[src/rtl/i2cseq_pkg.sv]
// Shared types and codes for the I2C master transaction sequencer.
// Holds bus action codes, bus engine status codes and the item structs.
// No dependencies.
package i2cseq_pkg;

    // bus actions handed to the byte-level engine
    localparam logic [2:0] ACT_NONE    = 3'd0;
    localparam logic [2:0] ACT_START   = 3'd1;
    localparam logic [2:0] ACT_SEND    = 3'd2;
    localparam logic [2:0] ACT_RX_ACK  = 3'd3;
    localparam logic [2:0] ACT_RX_NACK = 3'd4;
    localparam logic [2:0] ACT_STOP    = 3'd5;

    // item kinds on the input channel
    localparam logic OP_BEGIN  = 1'b0;
    localparam logic OP_STATUS = 1'b1;

    // bus engine status codes, low three bits masked
    localparam logic [7:0] ST_START     = 8'h08;
    localparam logic [7:0] ST_REP_START = 8'h10;
    localparam logic [7:0] ST_SLAW_ACK  = 8'h18;
    localparam logic [7:0] ST_SLAW_NACK = 8'h20;
    localparam logic [7:0] ST_DATA_ACK  = 8'h28;
    localparam logic [7:0] ST_DATA_NACK = 8'h30;
    localparam logic [7:0] ST_ARB_LOST  = 8'h38;
    localparam logic [7:0] ST_SLAR_ACK  = 8'h40;
    localparam logic [7:0] ST_SLAR_NACK = 8'h48;
    localparam logic [7:0] ST_RX_ACK    = 8'h50;
    localparam logic [7:0] ST_RX_NACK   = 8'h58;
    localparam logic [7:0] ST_IDLE      = 8'hF8;

    // byte count reported on failure
    localparam logic [7:0] COUNT_ERROR = 8'hFF;

    typedef struct packed {
        logic        op;
        logic [7:0]  device_address;
        logic [15:0] mem_address;
        logic [1:0]  address_bytes;
        logic        is_read;
        logic [6:0]  byte_length;
        logic [7:0]  status_code;
        logic [7:0]  rx_data;
        logic [7:0]  tx_byte;
    } item_t;

    typedef struct packed {
        logic [2:0] action;
        logic [7:0] tx_value;
        logic       rx_valid;
        logic [7:0] rx_byte;
        logic       done_res;
        logic [7:0] byte_count;
    } result_t;

endpackage

[src/rtl/i2cseq_fsm.sv]
// Transaction state and next-action decision for the I2C sequencer.
// One item in, one result out, state advanced on the fire strobe.
// Depends on i2cseq_pkg.
module i2cseq_fsm #(
    parameter int MAX_LENGTH = 127
) (
    input  logic                 aclk,
    input  logic                 aresetn,
    input  logic                 fire,
    input  i2cseq_pkg::item_t    item,
    input  logic [7:0]           max_attempts,
    output i2cseq_pkg::result_t  res
);

    typedef enum logic [3:0] {
        PH_IDLE, PH_START, PH_SLAW, PH_ADDR, PH_RSTART, PH_SLAR, PH_RX, PH_TX
    } phase_t;

    phase_t      phase_reg, phase_next;
    logic [7:0]  attempts_reg, attempts_next;
    logic [6:0]  remaining_reg, remaining_next;
    logic [6:0]  transferred_reg, transferred_next;
    logic        addr_index_reg, addr_index_next;
    logic [7:0]  dev_reg, dev_next;
    logic [15:0] mem_reg, mem_next;
    logic        rd_reg, rd_next;
    logic        two_reg, two_next;

    logic [7:0]  len_sat;
    logic [7:0]  max_len;
    logic [6:0]  rem_dec;
    logic [6:0]  xfer_inc;
    logic [2:0]  rx_act_now;
    logic [2:0]  rx_act_dec;

    assign max_len    = 8'(MAX_LENGTH);
    assign len_sat    = ({1'b0, item.byte_length} > max_len) ? max_len
                                                             : {1'b0, item.byte_length};
    assign rem_dec    = (remaining_reg != 7'd0) ? remaining_reg - 7'd1 : 7'd0;
    assign xfer_inc   = transferred_reg + 7'd1;
    assign rx_act_now = (remaining_reg > 7'd1) ? i2cseq_pkg::ACT_RX_ACK
                                               : i2cseq_pkg::ACT_RX_NACK;
    assign rx_act_dec = (rem_dec > 7'd1) ? i2cseq_pkg::ACT_RX_ACK
                                         : i2cseq_pkg::ACT_RX_NACK;

    always_comb begin
        phase_next       = phase_reg;
        attempts_next    = attempts_reg;
        remaining_next   = remaining_reg;
        transferred_next = transferred_reg;
        addr_index_next  = addr_index_reg;
        dev_next         = dev_reg;
        mem_next         = mem_reg;
        rd_next          = rd_reg;
        two_next         = two_reg;
        res              = '0;
        res.action       = i2cseq_pkg::ACT_NONE;

        if (item.op == i2cseq_pkg::OP_BEGIN) begin
            // latch the request and make the first attempt
            dev_next         = item.device_address;
            mem_next         = item.mem_address;
            rd_next          = item.is_read;
            two_next         = item.address_bytes[1];
            remaining_next   = len_sat[6:0];
            transferred_next = 7'd0;
            if (max_attempts == 8'd0) begin
                attempts_next  = 8'd0;
                phase_next     = PH_IDLE;
                res.done_res   = 1'b1;
                res.byte_count = i2cseq_pkg::COUNT_ERROR;
            end else begin
                attempts_next   = 8'd1;
                phase_next      = PH_START;
                addr_index_next = 1'b0;
                res.action      = i2cseq_pkg::ACT_START;
            end
        end else begin
            case (phase_reg)
                PH_START: begin
                    if (item.status_code inside {i2cseq_pkg::ST_START,
                                                 i2cseq_pkg::ST_REP_START}) begin
                        phase_next   = PH_SLAW;
                        res.action   = i2cseq_pkg::ACT_SEND;
                        res.tx_value = {dev_reg[7:1], 1'b0};
                    end else if (item.status_code == i2cseq_pkg::ST_ARB_LOST) begin
                        addr_index_next = 1'b0;
                        res.action      = i2cseq_pkg::ACT_START;
                    end else begin
                        phase_next     = PH_IDLE;
                        res.done_res   = 1'b1;
                        res.byte_count = i2cseq_pkg::COUNT_ERROR;
                    end
                end
                PH_SLAW: begin
                    if (item.status_code == i2cseq_pkg::ST_SLAW_ACK) begin
                        phase_next      = PH_ADDR;
                        addr_index_next = 1'b0;
                        res.action      = i2cseq_pkg::ACT_SEND;
                        res.tx_value    = two_reg ? mem_reg[15:8] : mem_reg[7:0];
                    end else if (item.status_code == i2cseq_pkg::ST_SLAW_NACK) begin
                        // retry while attempts remain, else fail without STOP
                        if (attempts_reg >= max_attempts) begin
                            phase_next     = PH_IDLE;
                            res.done_res   = 1'b1;
                            res.byte_count = i2cseq_pkg::COUNT_ERROR;
                        end else begin
                            attempts_next   = attempts_reg + 8'd1;
                            phase_next      = PH_START;
                            addr_index_next = 1'b0;
                            res.action      = i2cseq_pkg::ACT_START;
                        end
                    end else if (item.status_code == i2cseq_pkg::ST_ARB_LOST) begin
                        phase_next      = PH_START;
                        addr_index_next = 1'b0;
                        res.action      = i2cseq_pkg::ACT_START;
                    end else begin
                        phase_next     = PH_IDLE;
                        res.action     = i2cseq_pkg::ACT_STOP;
                        res.done_res   = 1'b1;
                        res.byte_count = i2cseq_pkg::COUNT_ERROR;
                    end
                end
                PH_ADDR: begin
                    if (item.status_code == i2cseq_pkg::ST_DATA_ACK) begin
                        if (two_reg && !addr_index_reg) begin
                            addr_index_next = 1'b1;
                            res.action      = i2cseq_pkg::ACT_SEND;
                            res.tx_value    = mem_reg[7:0];
                        end else if (rd_reg) begin
                            phase_next = PH_RSTART;
                            res.action = i2cseq_pkg::ACT_START;
                        end else if (remaining_reg != 7'd0) begin
                            phase_next   = PH_TX;
                            res.action   = i2cseq_pkg::ACT_SEND;
                            res.tx_value = item.tx_byte;
                        end else begin
                            phase_next   = PH_IDLE;
                            res.action   = i2cseq_pkg::ACT_STOP;
                            res.done_res = 1'b1;
                        end
                    end else if (item.status_code == i2cseq_pkg::ST_DATA_NACK) begin
                        phase_next   = PH_IDLE;
                        res.action   = i2cseq_pkg::ACT_STOP;
                        res.done_res = 1'b1;
                    end else if (item.status_code == i2cseq_pkg::ST_ARB_LOST) begin
                        phase_next      = PH_START;
                        addr_index_next = 1'b0;
                        res.action      = i2cseq_pkg::ACT_START;
                    end else begin
                        phase_next     = PH_IDLE;
                        res.action     = i2cseq_pkg::ACT_STOP;
                        res.done_res   = 1'b1;
                        res.byte_count = i2cseq_pkg::COUNT_ERROR;
                    end
                end
                PH_RSTART: begin
                    if (item.status_code inside {i2cseq_pkg::ST_START,
                                                 i2cseq_pkg::ST_REP_START}) begin
                        phase_next   = PH_SLAR;
                        res.action   = i2cseq_pkg::ACT_SEND;
                        res.tx_value = {dev_reg[7:1], 1'b1};
                    end else if (item.status_code == i2cseq_pkg::ST_ARB_LOST) begin
                        phase_next      = PH_START;
                        addr_index_next = 1'b0;
                        res.action      = i2cseq_pkg::ACT_START;
                    end else begin
                        phase_next     = PH_IDLE;
                        res.action     = i2cseq_pkg::ACT_STOP;
                        res.done_res   = 1'b1;
                        res.byte_count = i2cseq_pkg::COUNT_ERROR;
                    end
                end
                PH_SLAR: begin
                    if (item.status_code == i2cseq_pkg::ST_SLAR_ACK) begin
                        if (remaining_reg != 7'd0) begin
                            phase_next = PH_RX;
                            res.action = rx_act_now;
                        end else begin
                            phase_next   = PH_IDLE;
                            res.action   = i2cseq_pkg::ACT_STOP;
                            res.done_res = 1'b1;
                        end
                    end else if (item.status_code == i2cseq_pkg::ST_SLAR_NACK) begin
                        phase_next   = PH_IDLE;
                        res.action   = i2cseq_pkg::ACT_STOP;
                        res.done_res = 1'b1;
                    end else if (item.status_code == i2cseq_pkg::ST_ARB_LOST) begin
                        phase_next      = PH_START;
                        addr_index_next = 1'b0;
                        res.action      = i2cseq_pkg::ACT_START;
                    end else begin
                        phase_next     = PH_IDLE;
                        res.action     = i2cseq_pkg::ACT_STOP;
                        res.done_res   = 1'b1;
                        res.byte_count = i2cseq_pkg::COUNT_ERROR;
                    end
                end
                PH_RX: begin
                    if (item.status_code inside {i2cseq_pkg::ST_RX_ACK,
                                                 i2cseq_pkg::ST_RX_NACK}) begin
                        transferred_next = xfer_inc;
                        remaining_next   = rem_dec;
                        res.rx_valid     = 1'b1;
                        res.rx_byte      = item.rx_data;
                        if (item.status_code == i2cseq_pkg::ST_RX_NACK ||
                            rem_dec == 7'd0) begin
                            phase_next     = PH_IDLE;
                            res.action     = i2cseq_pkg::ACT_STOP;
                            res.done_res   = 1'b1;
                            res.byte_count = {1'b0, xfer_inc};
                        end else begin
                            res.action = rx_act_dec;
                        end
                    end else begin
                        phase_next     = PH_IDLE;
                        res.action     = i2cseq_pkg::ACT_STOP;
                        res.done_res   = 1'b1;
                        res.byte_count = i2cseq_pkg::COUNT_ERROR;
                    end
                end
                PH_TX: begin
                    if (item.status_code == i2cseq_pkg::ST_DATA_ACK) begin
                        transferred_next = xfer_inc;
                        remaining_next   = rem_dec;
                        if (rem_dec != 7'd0) begin
                            res.action   = i2cseq_pkg::ACT_SEND;
                            res.tx_value = item.tx_byte;
                        end else begin
                            phase_next     = PH_IDLE;
                            res.action     = i2cseq_pkg::ACT_STOP;
                            res.done_res   = 1'b1;
                            res.byte_count = {1'b0, xfer_inc};
                        end
                    end else begin
                        phase_next     = PH_IDLE;
                        res.action     = i2cseq_pkg::ACT_STOP;
                        res.done_res   = 1'b1;
                        res.byte_count = i2cseq_pkg::COUNT_ERROR;
                    end
                end
                default: begin
                    // status while idle: no action
                    phase_next = PH_IDLE;
                end
            endcase
        end
    end

    always_ff @(posedge aclk) begin
        if (!aresetn) begin
            phase_reg       <= PH_IDLE;
            attempts_reg    <= 8'd0;
            remaining_reg   <= 7'd0;
            transferred_reg <= 7'd0;
            addr_index_reg  <= 1'b0;
            dev_reg         <= 8'd0;
            mem_reg         <= 16'd0;
            rd_reg          <= 1'b0;
            two_reg         <= 1'b0;
        end else if (fire) begin
            phase_reg       <= phase_next;
            attempts_reg    <= attempts_next;
            remaining_reg   <= remaining_next;
            transferred_reg <= transferred_next;
            addr_index_reg  <= addr_index_next;
            dev_reg         <= dev_next;
            mem_reg         <= mem_next;
            rd_reg          <= rd_next;
            two_reg         <= two_next;
        end
    end

    // a finished transaction always leaves the sequencer idle
    a_done_idle: assert property (@(posedge aclk) disable iff (!aresetn)
        fire && res.done_res |=> phase_reg == PH_IDLE)
        else $error("phase not idle after done");

    // bytes moved plus bytes left never exceed 127
    a_count_bound: assert property (@(posedge aclk) disable iff (!aresetn)
        ({1'b0, transferred_reg} + {1'b0, remaining_reg}) <= 8'd127)
        else $error("transfer count out of range");

    // a received byte is only reported with a receive or stop action
    a_rx_action: assert property (@(posedge aclk) disable iff (!aresetn)
        fire && res.rx_valid |-> (res.action == i2cseq_pkg::ACT_RX_ACK ||
                                  res.action == i2cseq_pkg::ACT_RX_NACK ||
                                  res.action == i2cseq_pkg::ACT_STOP))
        else $error("rx byte with wrong action");

    // a second address byte is only pending in a two-byte address phase
    a_addr_index: assert property (@(posedge aclk) disable iff (!aresetn)
        addr_index_reg && phase_reg == PH_ADDR |-> two_reg)
        else $error("second address byte without two-byte address");

endmodule

[src/rtl/i2c_master_transaction_sequencer.sv]
// Top level of the I2C master register transaction sequencer.
// Input register, decision unit and result register; holds max_attempts.
// Depends on i2cseq_pkg and i2cseq_fsm.
//
//  channel   direction  handshake             beat carries
//  s_        in         s_tvalid / s_tready   begin request or engine status
//  m_        out        m_tvalid / m_tready   next bus action and results
//  cfg_      in         cfg_valid / cfg_ready max_attempts write
//
// Each beat passes two register stages: the input register takes it at the
// accepting edge and the decision logic fills the result register when the
// held beat advances, which waits while a stalled result is held.
// A new beat is accepted every cycle while the result side keeps draining.
// A stalled result holds the result register; the input register then
// holds the next beat, and s_tready drops only when both are full.
// Reset (aresetn low, synchronous) empties both stages, puts the sequencer
// idle and sets max_attempts to 20. cfg_ready stays high.
module i2c_master_transaction_sequencer #(
    parameter int MAX_LENGTH = 127
) (
    input  logic        aclk,
    input  logic        aresetn,
    input  logic        s_tvalid,
    output logic        s_tready,
    // [7:0] device_address, [23:8] mem_address, [25:24] address_bytes,
    // [26] is_read, [33:27] byte_length, [41:34] status_code,
    // [49:42] rx_data, [57:50] tx_byte, [63:58] zero
    input  logic [63:0] s_tdata,
    // [0] op
    input  logic        s_tuser,
    output logic        m_tvalid,
    input  logic        m_tready,
    // [7:0] tx_value, [8] rx_valid, [16:9] rx_byte, [17] done_res,
    // [25:18] byte_count, [31:26] zero
    output logic [31:0] m_tdata,
    // [2:0] action
    output logic [2:0]  m_tuser,
    input  logic        cfg_valid,
    output logic        cfg_ready,
    input  logic [7:0]  cfg_data
);

    i2cseq_pkg::item_t   in_item;
    i2cseq_pkg::item_t   in_item_reg;
    logic                in_valid_reg, in_valid_next;
    i2cseq_pkg::result_t res;
    i2cseq_pkg::result_t out_reg;
    logic                out_valid_reg, out_valid_next;
    logic [7:0]          max_attempts_reg;
    logic                s_accept;
    logic                advance;

    // unpack the slave beat
    always_comb begin
        in_item.op             = s_tuser;
        in_item.device_address = s_tdata[7:0];
        in_item.mem_address    = s_tdata[23:8];
        in_item.address_bytes  = s_tdata[25:24];
        in_item.is_read        = s_tdata[26];
        in_item.byte_length    = s_tdata[33:27];
        in_item.status_code    = s_tdata[41:34];
        in_item.rx_data        = s_tdata[49:42];
        in_item.tx_byte        = s_tdata[57:50];
    end

    // advance the held beat whenever the result register is free or draining
    assign advance        = in_valid_reg && (!out_valid_reg || m_tready);
    assign s_tready       = !in_valid_reg || advance;
    assign s_accept       = s_tvalid && s_tready;
    assign in_valid_next  = s_accept ? 1'b1 : (advance ? 1'b0 : in_valid_reg);
    assign out_valid_next = advance ? 1'b1 : (m_tready ? 1'b0 : out_valid_reg);

    always_ff @(posedge aclk) begin
        if (!aresetn) begin
            in_valid_reg     <= 1'b0;
            out_valid_reg    <= 1'b0;
            max_attempts_reg <= 8'd20;
        end else begin
            in_valid_reg  <= in_valid_next;
            out_valid_reg <= out_valid_next;
            if (cfg_valid) begin
                max_attempts_reg <= cfg_data;
            end
        end
    end

    // payload registers, no reset
    always_ff @(posedge aclk) begin
        if (s_accept) begin
            in_item_reg <= in_item;
        end
        if (advance) begin
            out_reg <= res;
        end
    end

    i2cseq_fsm #(
        .MAX_LENGTH (MAX_LENGTH)
    ) u_fsm (
        .aclk         (aclk),
        .aresetn      (aresetn),
        .fire         (advance),
        .item         (in_item_reg),
        .max_attempts (max_attempts_reg),
        .res          (res)
    );

    assign cfg_ready = 1'b1;
    assign m_tvalid  = out_valid_reg;
    assign m_tuser   = out_reg.action;
    assign m_tdata   = {6'd0, out_reg.byte_count, out_reg.done_res, out_reg.rx_byte,
                        out_reg.rx_valid, out_reg.tx_value};

    // a beat held in the input register is never dropped without advancing
    a_hold_input: assert property (@(posedge aclk) disable iff (!aresetn)
        in_valid_reg && !advance |=> in_valid_reg)
        else $error("input beat lost");

    // every advanced beat produces a result beat in the next cycle
    a_advance_out: assert property (@(posedge aclk) disable iff (!aresetn)
        advance |=> out_valid_reg)
        else $error("result beat missing");

    // the result register is never overwritten while stalled
    a_no_overwrite: assert property (@(posedge aclk) disable iff (!aresetn)
        out_valid_reg && !m_tready |-> !advance)
        else $error("stalled result overwritten");

endmodule
[config.mk]
export PLATFORM = sky130hd
export DESIGN_NAME = i2c_master_transaction_sequencer
export DESIGN_NICKNAME = d
export VERILOG_FILES = /design/src/rtl/i2cseq_pkg.sv /design/src/rtl/i2cseq_fsm.sv /design/src/rtl/i2c_master_transaction_sequencer.sv
export SDC_FILE = /design/constraint.sdc
export NUM_CORES = 1
export LEC_CHECK = 0
export ABC_CLOCK_PERIOD_IN_PS = 3600
export CAP_MARGIN = 20
export CORE_MARGIN = 3
export CORE_UTILIZATION = 45
export DETAILED_ROUTE_END_ITERATION = 7
export DONT_BUFFER_PORTS = 1
export PLACE_DENSITY_LB_ADDON = 0.1
export SKIP_LAST_GASP = 1
export SLEW_MARGIN = 20
export SYNTH_ARGS = -nofsm -noshare
export SYNTH_HDL_FRONTEND = slang
export SYNTH_SLANG_ARGS = --single-unit
[constraint.sdc]
create_clock -name aclk -period 3.6 [get_ports aclk]
set_clock_uncertainty 0.15 [all_clocks]
set_input_delay 0.72 -clock aclk [delete_from_list [all_inputs] [get_ports aclk]]
set_output_delay 0.72 -clock aclk [all_outputs]
set_load 0.005 [all_outputs]
==> metrics.cfg <==
[sta]
slew_viol_final = 0
setup_viol = 0
fin_setup_tns_ns = 0
clock.fmax_ghz = 0.301
post-route-min-period_ns = 3.32
relSlewSlack = 0.481
hold_viol = 0
tightest_slew_ns = 0.759
rsz0062_at_grt = no
finalCritPeriodShare = 0.922

[setup_path]
worst_setup_path_end_kind = flip-flop
path_class = reg -> reg
rr_worst_depth = 7
worst_path_max_delay_cell = or4_1
cp_max_fo = 8
r2r_slack_ns = 0.28
crit_chain = or4_1 > or4_1 > a32oi_1 > o311ai_0 > a2111oi_0 > buf_4 > a32oi_1
worstPathRequired_ns = 3.61
worst_setup_path_start_kind = flip-flop
timing.rr.end = m_tuser[0]
max_stage_delay_ns = 0.73
reg2reg_from = in_item_reg[23]
worstPathArrival_ns = 3.33

[floorplan]
ioPinCount = 116
core_area_um2 = 14600
die_w_um = 128
fp.dieH_um = 128
row_count = 44
fp.dieArea_um2 = 16400
initial_core_util = 0.461

[run_status]
outcome = complete, no violations

[yosys]
synth_edf_count = 86
syn_avg_cell_area_um2 = 10.3
syn_area_um2 = 6720
async_flop_share = 0
synth_seq_cells = 147
synth_top_area_cell = edfxtp_1
ys_top_cells_by_area = edfxtp_1, dfxtp_1, nand2_1
ys_seq_area_frac = 0.566
synth_cell_types = 69
synth_commonest_cells = nand2_1, edfxtp_1, a21oi_1, dfxtp_1, nor2_1
synth_top_area_share = 0.384
synth.most_common_cell = nand2_1
synth_ff_type = edfxtp_1
synthCells = 652
ys_warn_count = 0

[clock_tree]
clock-sinks = 147
cts_hold_buf = 0
root_buffer = clkbuf_16
cts-resized-gates = 0
clk_latency_ns = 0.42
post_cts_buffers = 0
clk_path_buf_depth = 2
cts_tree = done
cts_buffers = 17
htree_levels = 4
clk_pin_slew_ns = 0.07

[routing]
wl_mm = 15.7
avgViaCountPerCell = 5.72
drt_iter0_markers = 264
dr_total_vias = 4901
wl_per_cell_um = 18.4
ant_nets = 0
drc = 0
dr.pass1.iters = 8

[place]
hpwl_mm = 11.0
port_buffers = 0
gpl.final_weighted_congestion = 0.906

[grt]
antenna_found_initial = 0
grt_pass1_vias = 4783
grt_max_degree = 58
grt-ovfl-total = 0
grt_pass1_wl_mm = 24.9
grt_usage = 0.195

[pwr]
switching_power_uw = 885
powerDensity_nw_per_um2 = 508
ir_drop_mv = 0.429
seqPwrFrac = 0.495
p_leak_nw = 2.61
p_sw_frac = 0.230
p_clk_frac = 0.444
intPower_mw = 2.95
p_comb_frac = 0.061

[min_path]
hold_path_end = in_item_reg[36]
hold_path_depth = 0
hold_path.class = in -> reg
min_from = s_tdata[10]

[job]
drv_cap = 0

[layout]
drive_above_1_share = 0.103
n_fill_cell = 1273
antennaDiodeCount = 0
final_core_util = 0.518
largest_reg_flops = 57
area_growth_pct = 12.4
fin_nets = 751

[stage by stage]
step	setup WS, ns	area (um^2)	hold slack [ns]	power (mW)	std cells
after detailed placement	0.295	6980	0.296	2.17	825
after CTS	0.284	7550	0.225	3.88	857
after global placement	0.268	6980	0.293	2.17	825
after global routing	0.0933	7550	0.215	3.98	857
final	0.281	7550	0.238	3.84	857
after floorplan	0.664	6740	0.286	2.10	657
[cell usage in the layout (no fill, tap or decap), types with 8 or more instances in the layout]
master       n
a211oi_1     9
a21oi_1     66
a222oi_1     8
and2_1      11
buf_4       21
clkbuf_16   18
dfxtp_1     61
edfxtp_1    86
ha_1        13
inv_1       16
mux2i_1      8
nand2_1    109
nand2b_1     8
nand3_1     12
nor2_1      42
nor3_1      12
o21a_1       8
o21ai_0     19
or3_1       10
xor2_1       8
[per-layer routing]
layer	part of all wire	track usage
met5	0	0
met4	0.0078	0.0618
met3	0.054	0.0571
met2	0.49	0.325
met1	0.44	0.243
[worst max-delay path by stage]
| stage | from | to |
|---|---|---|
| finish | in_item_reg[23] | m_tuser[0] |
| global route | in_item_reg[18] | m_tuser[0] |
| CTS | in_item_reg[23] | m_tuser[0] |
| detailed placement | in_item_reg[23] | m_tuser[0] |
| global placement | in_item_reg[23] | m_tuser[0] |
| floorplan | u_fsm.remaining_reg[0] | m_tdata[0] |
[logic make-up after synthesis]
group	count (synthesis)	synth area share
compound gates	163	0.161
buf+inv	55	0.0350
simple gates	248	0.180
xor+xnor	15	0.0196
other cells	2	0.00112
fa+ha+maj	13	0.0242
mux	9	0.0136
flops	147	0.566
[final cells by class]
cell class	count	area, um^2	share of cell area
Sequential cell	147	3800	0.504
Multi-Input combinational cell	455	2700	0.358
Clock buffer	22	475	0.0629
Tap cell	184	230	0.0305
Timing Repair Buffer	22	178	0.0235
Clock inverter	10	100	0.0133
Inverter	17	63.8	0.00845
[power groups by stage]
stage / logic [mW] / registers, mW / clock network [mW]
finish: 0.236 / 1.90 / 1.70
global route: 0.267 / 1.91 / 1.81
CTS: 0.238 / 1.90 / 1.74
detailed placement: 0.236 / 1.94 / 0
global placement: 0.231 / 1.93 / 0
floorplan: 0.188 / 1.91 / 0
[worst max-delay path: cells and delay by family, from the launching register on]
| kind | cells | cell delay (ns) |
|---|---|---|
| compound gates | 4 | 1.05 |
| buf+inv | 1 | 0.21 |
| flops | 1 | 0.34 |
| simple gates | 2 | 1.31 |
No activity file was read; power rests on OpenSTA's default activity.
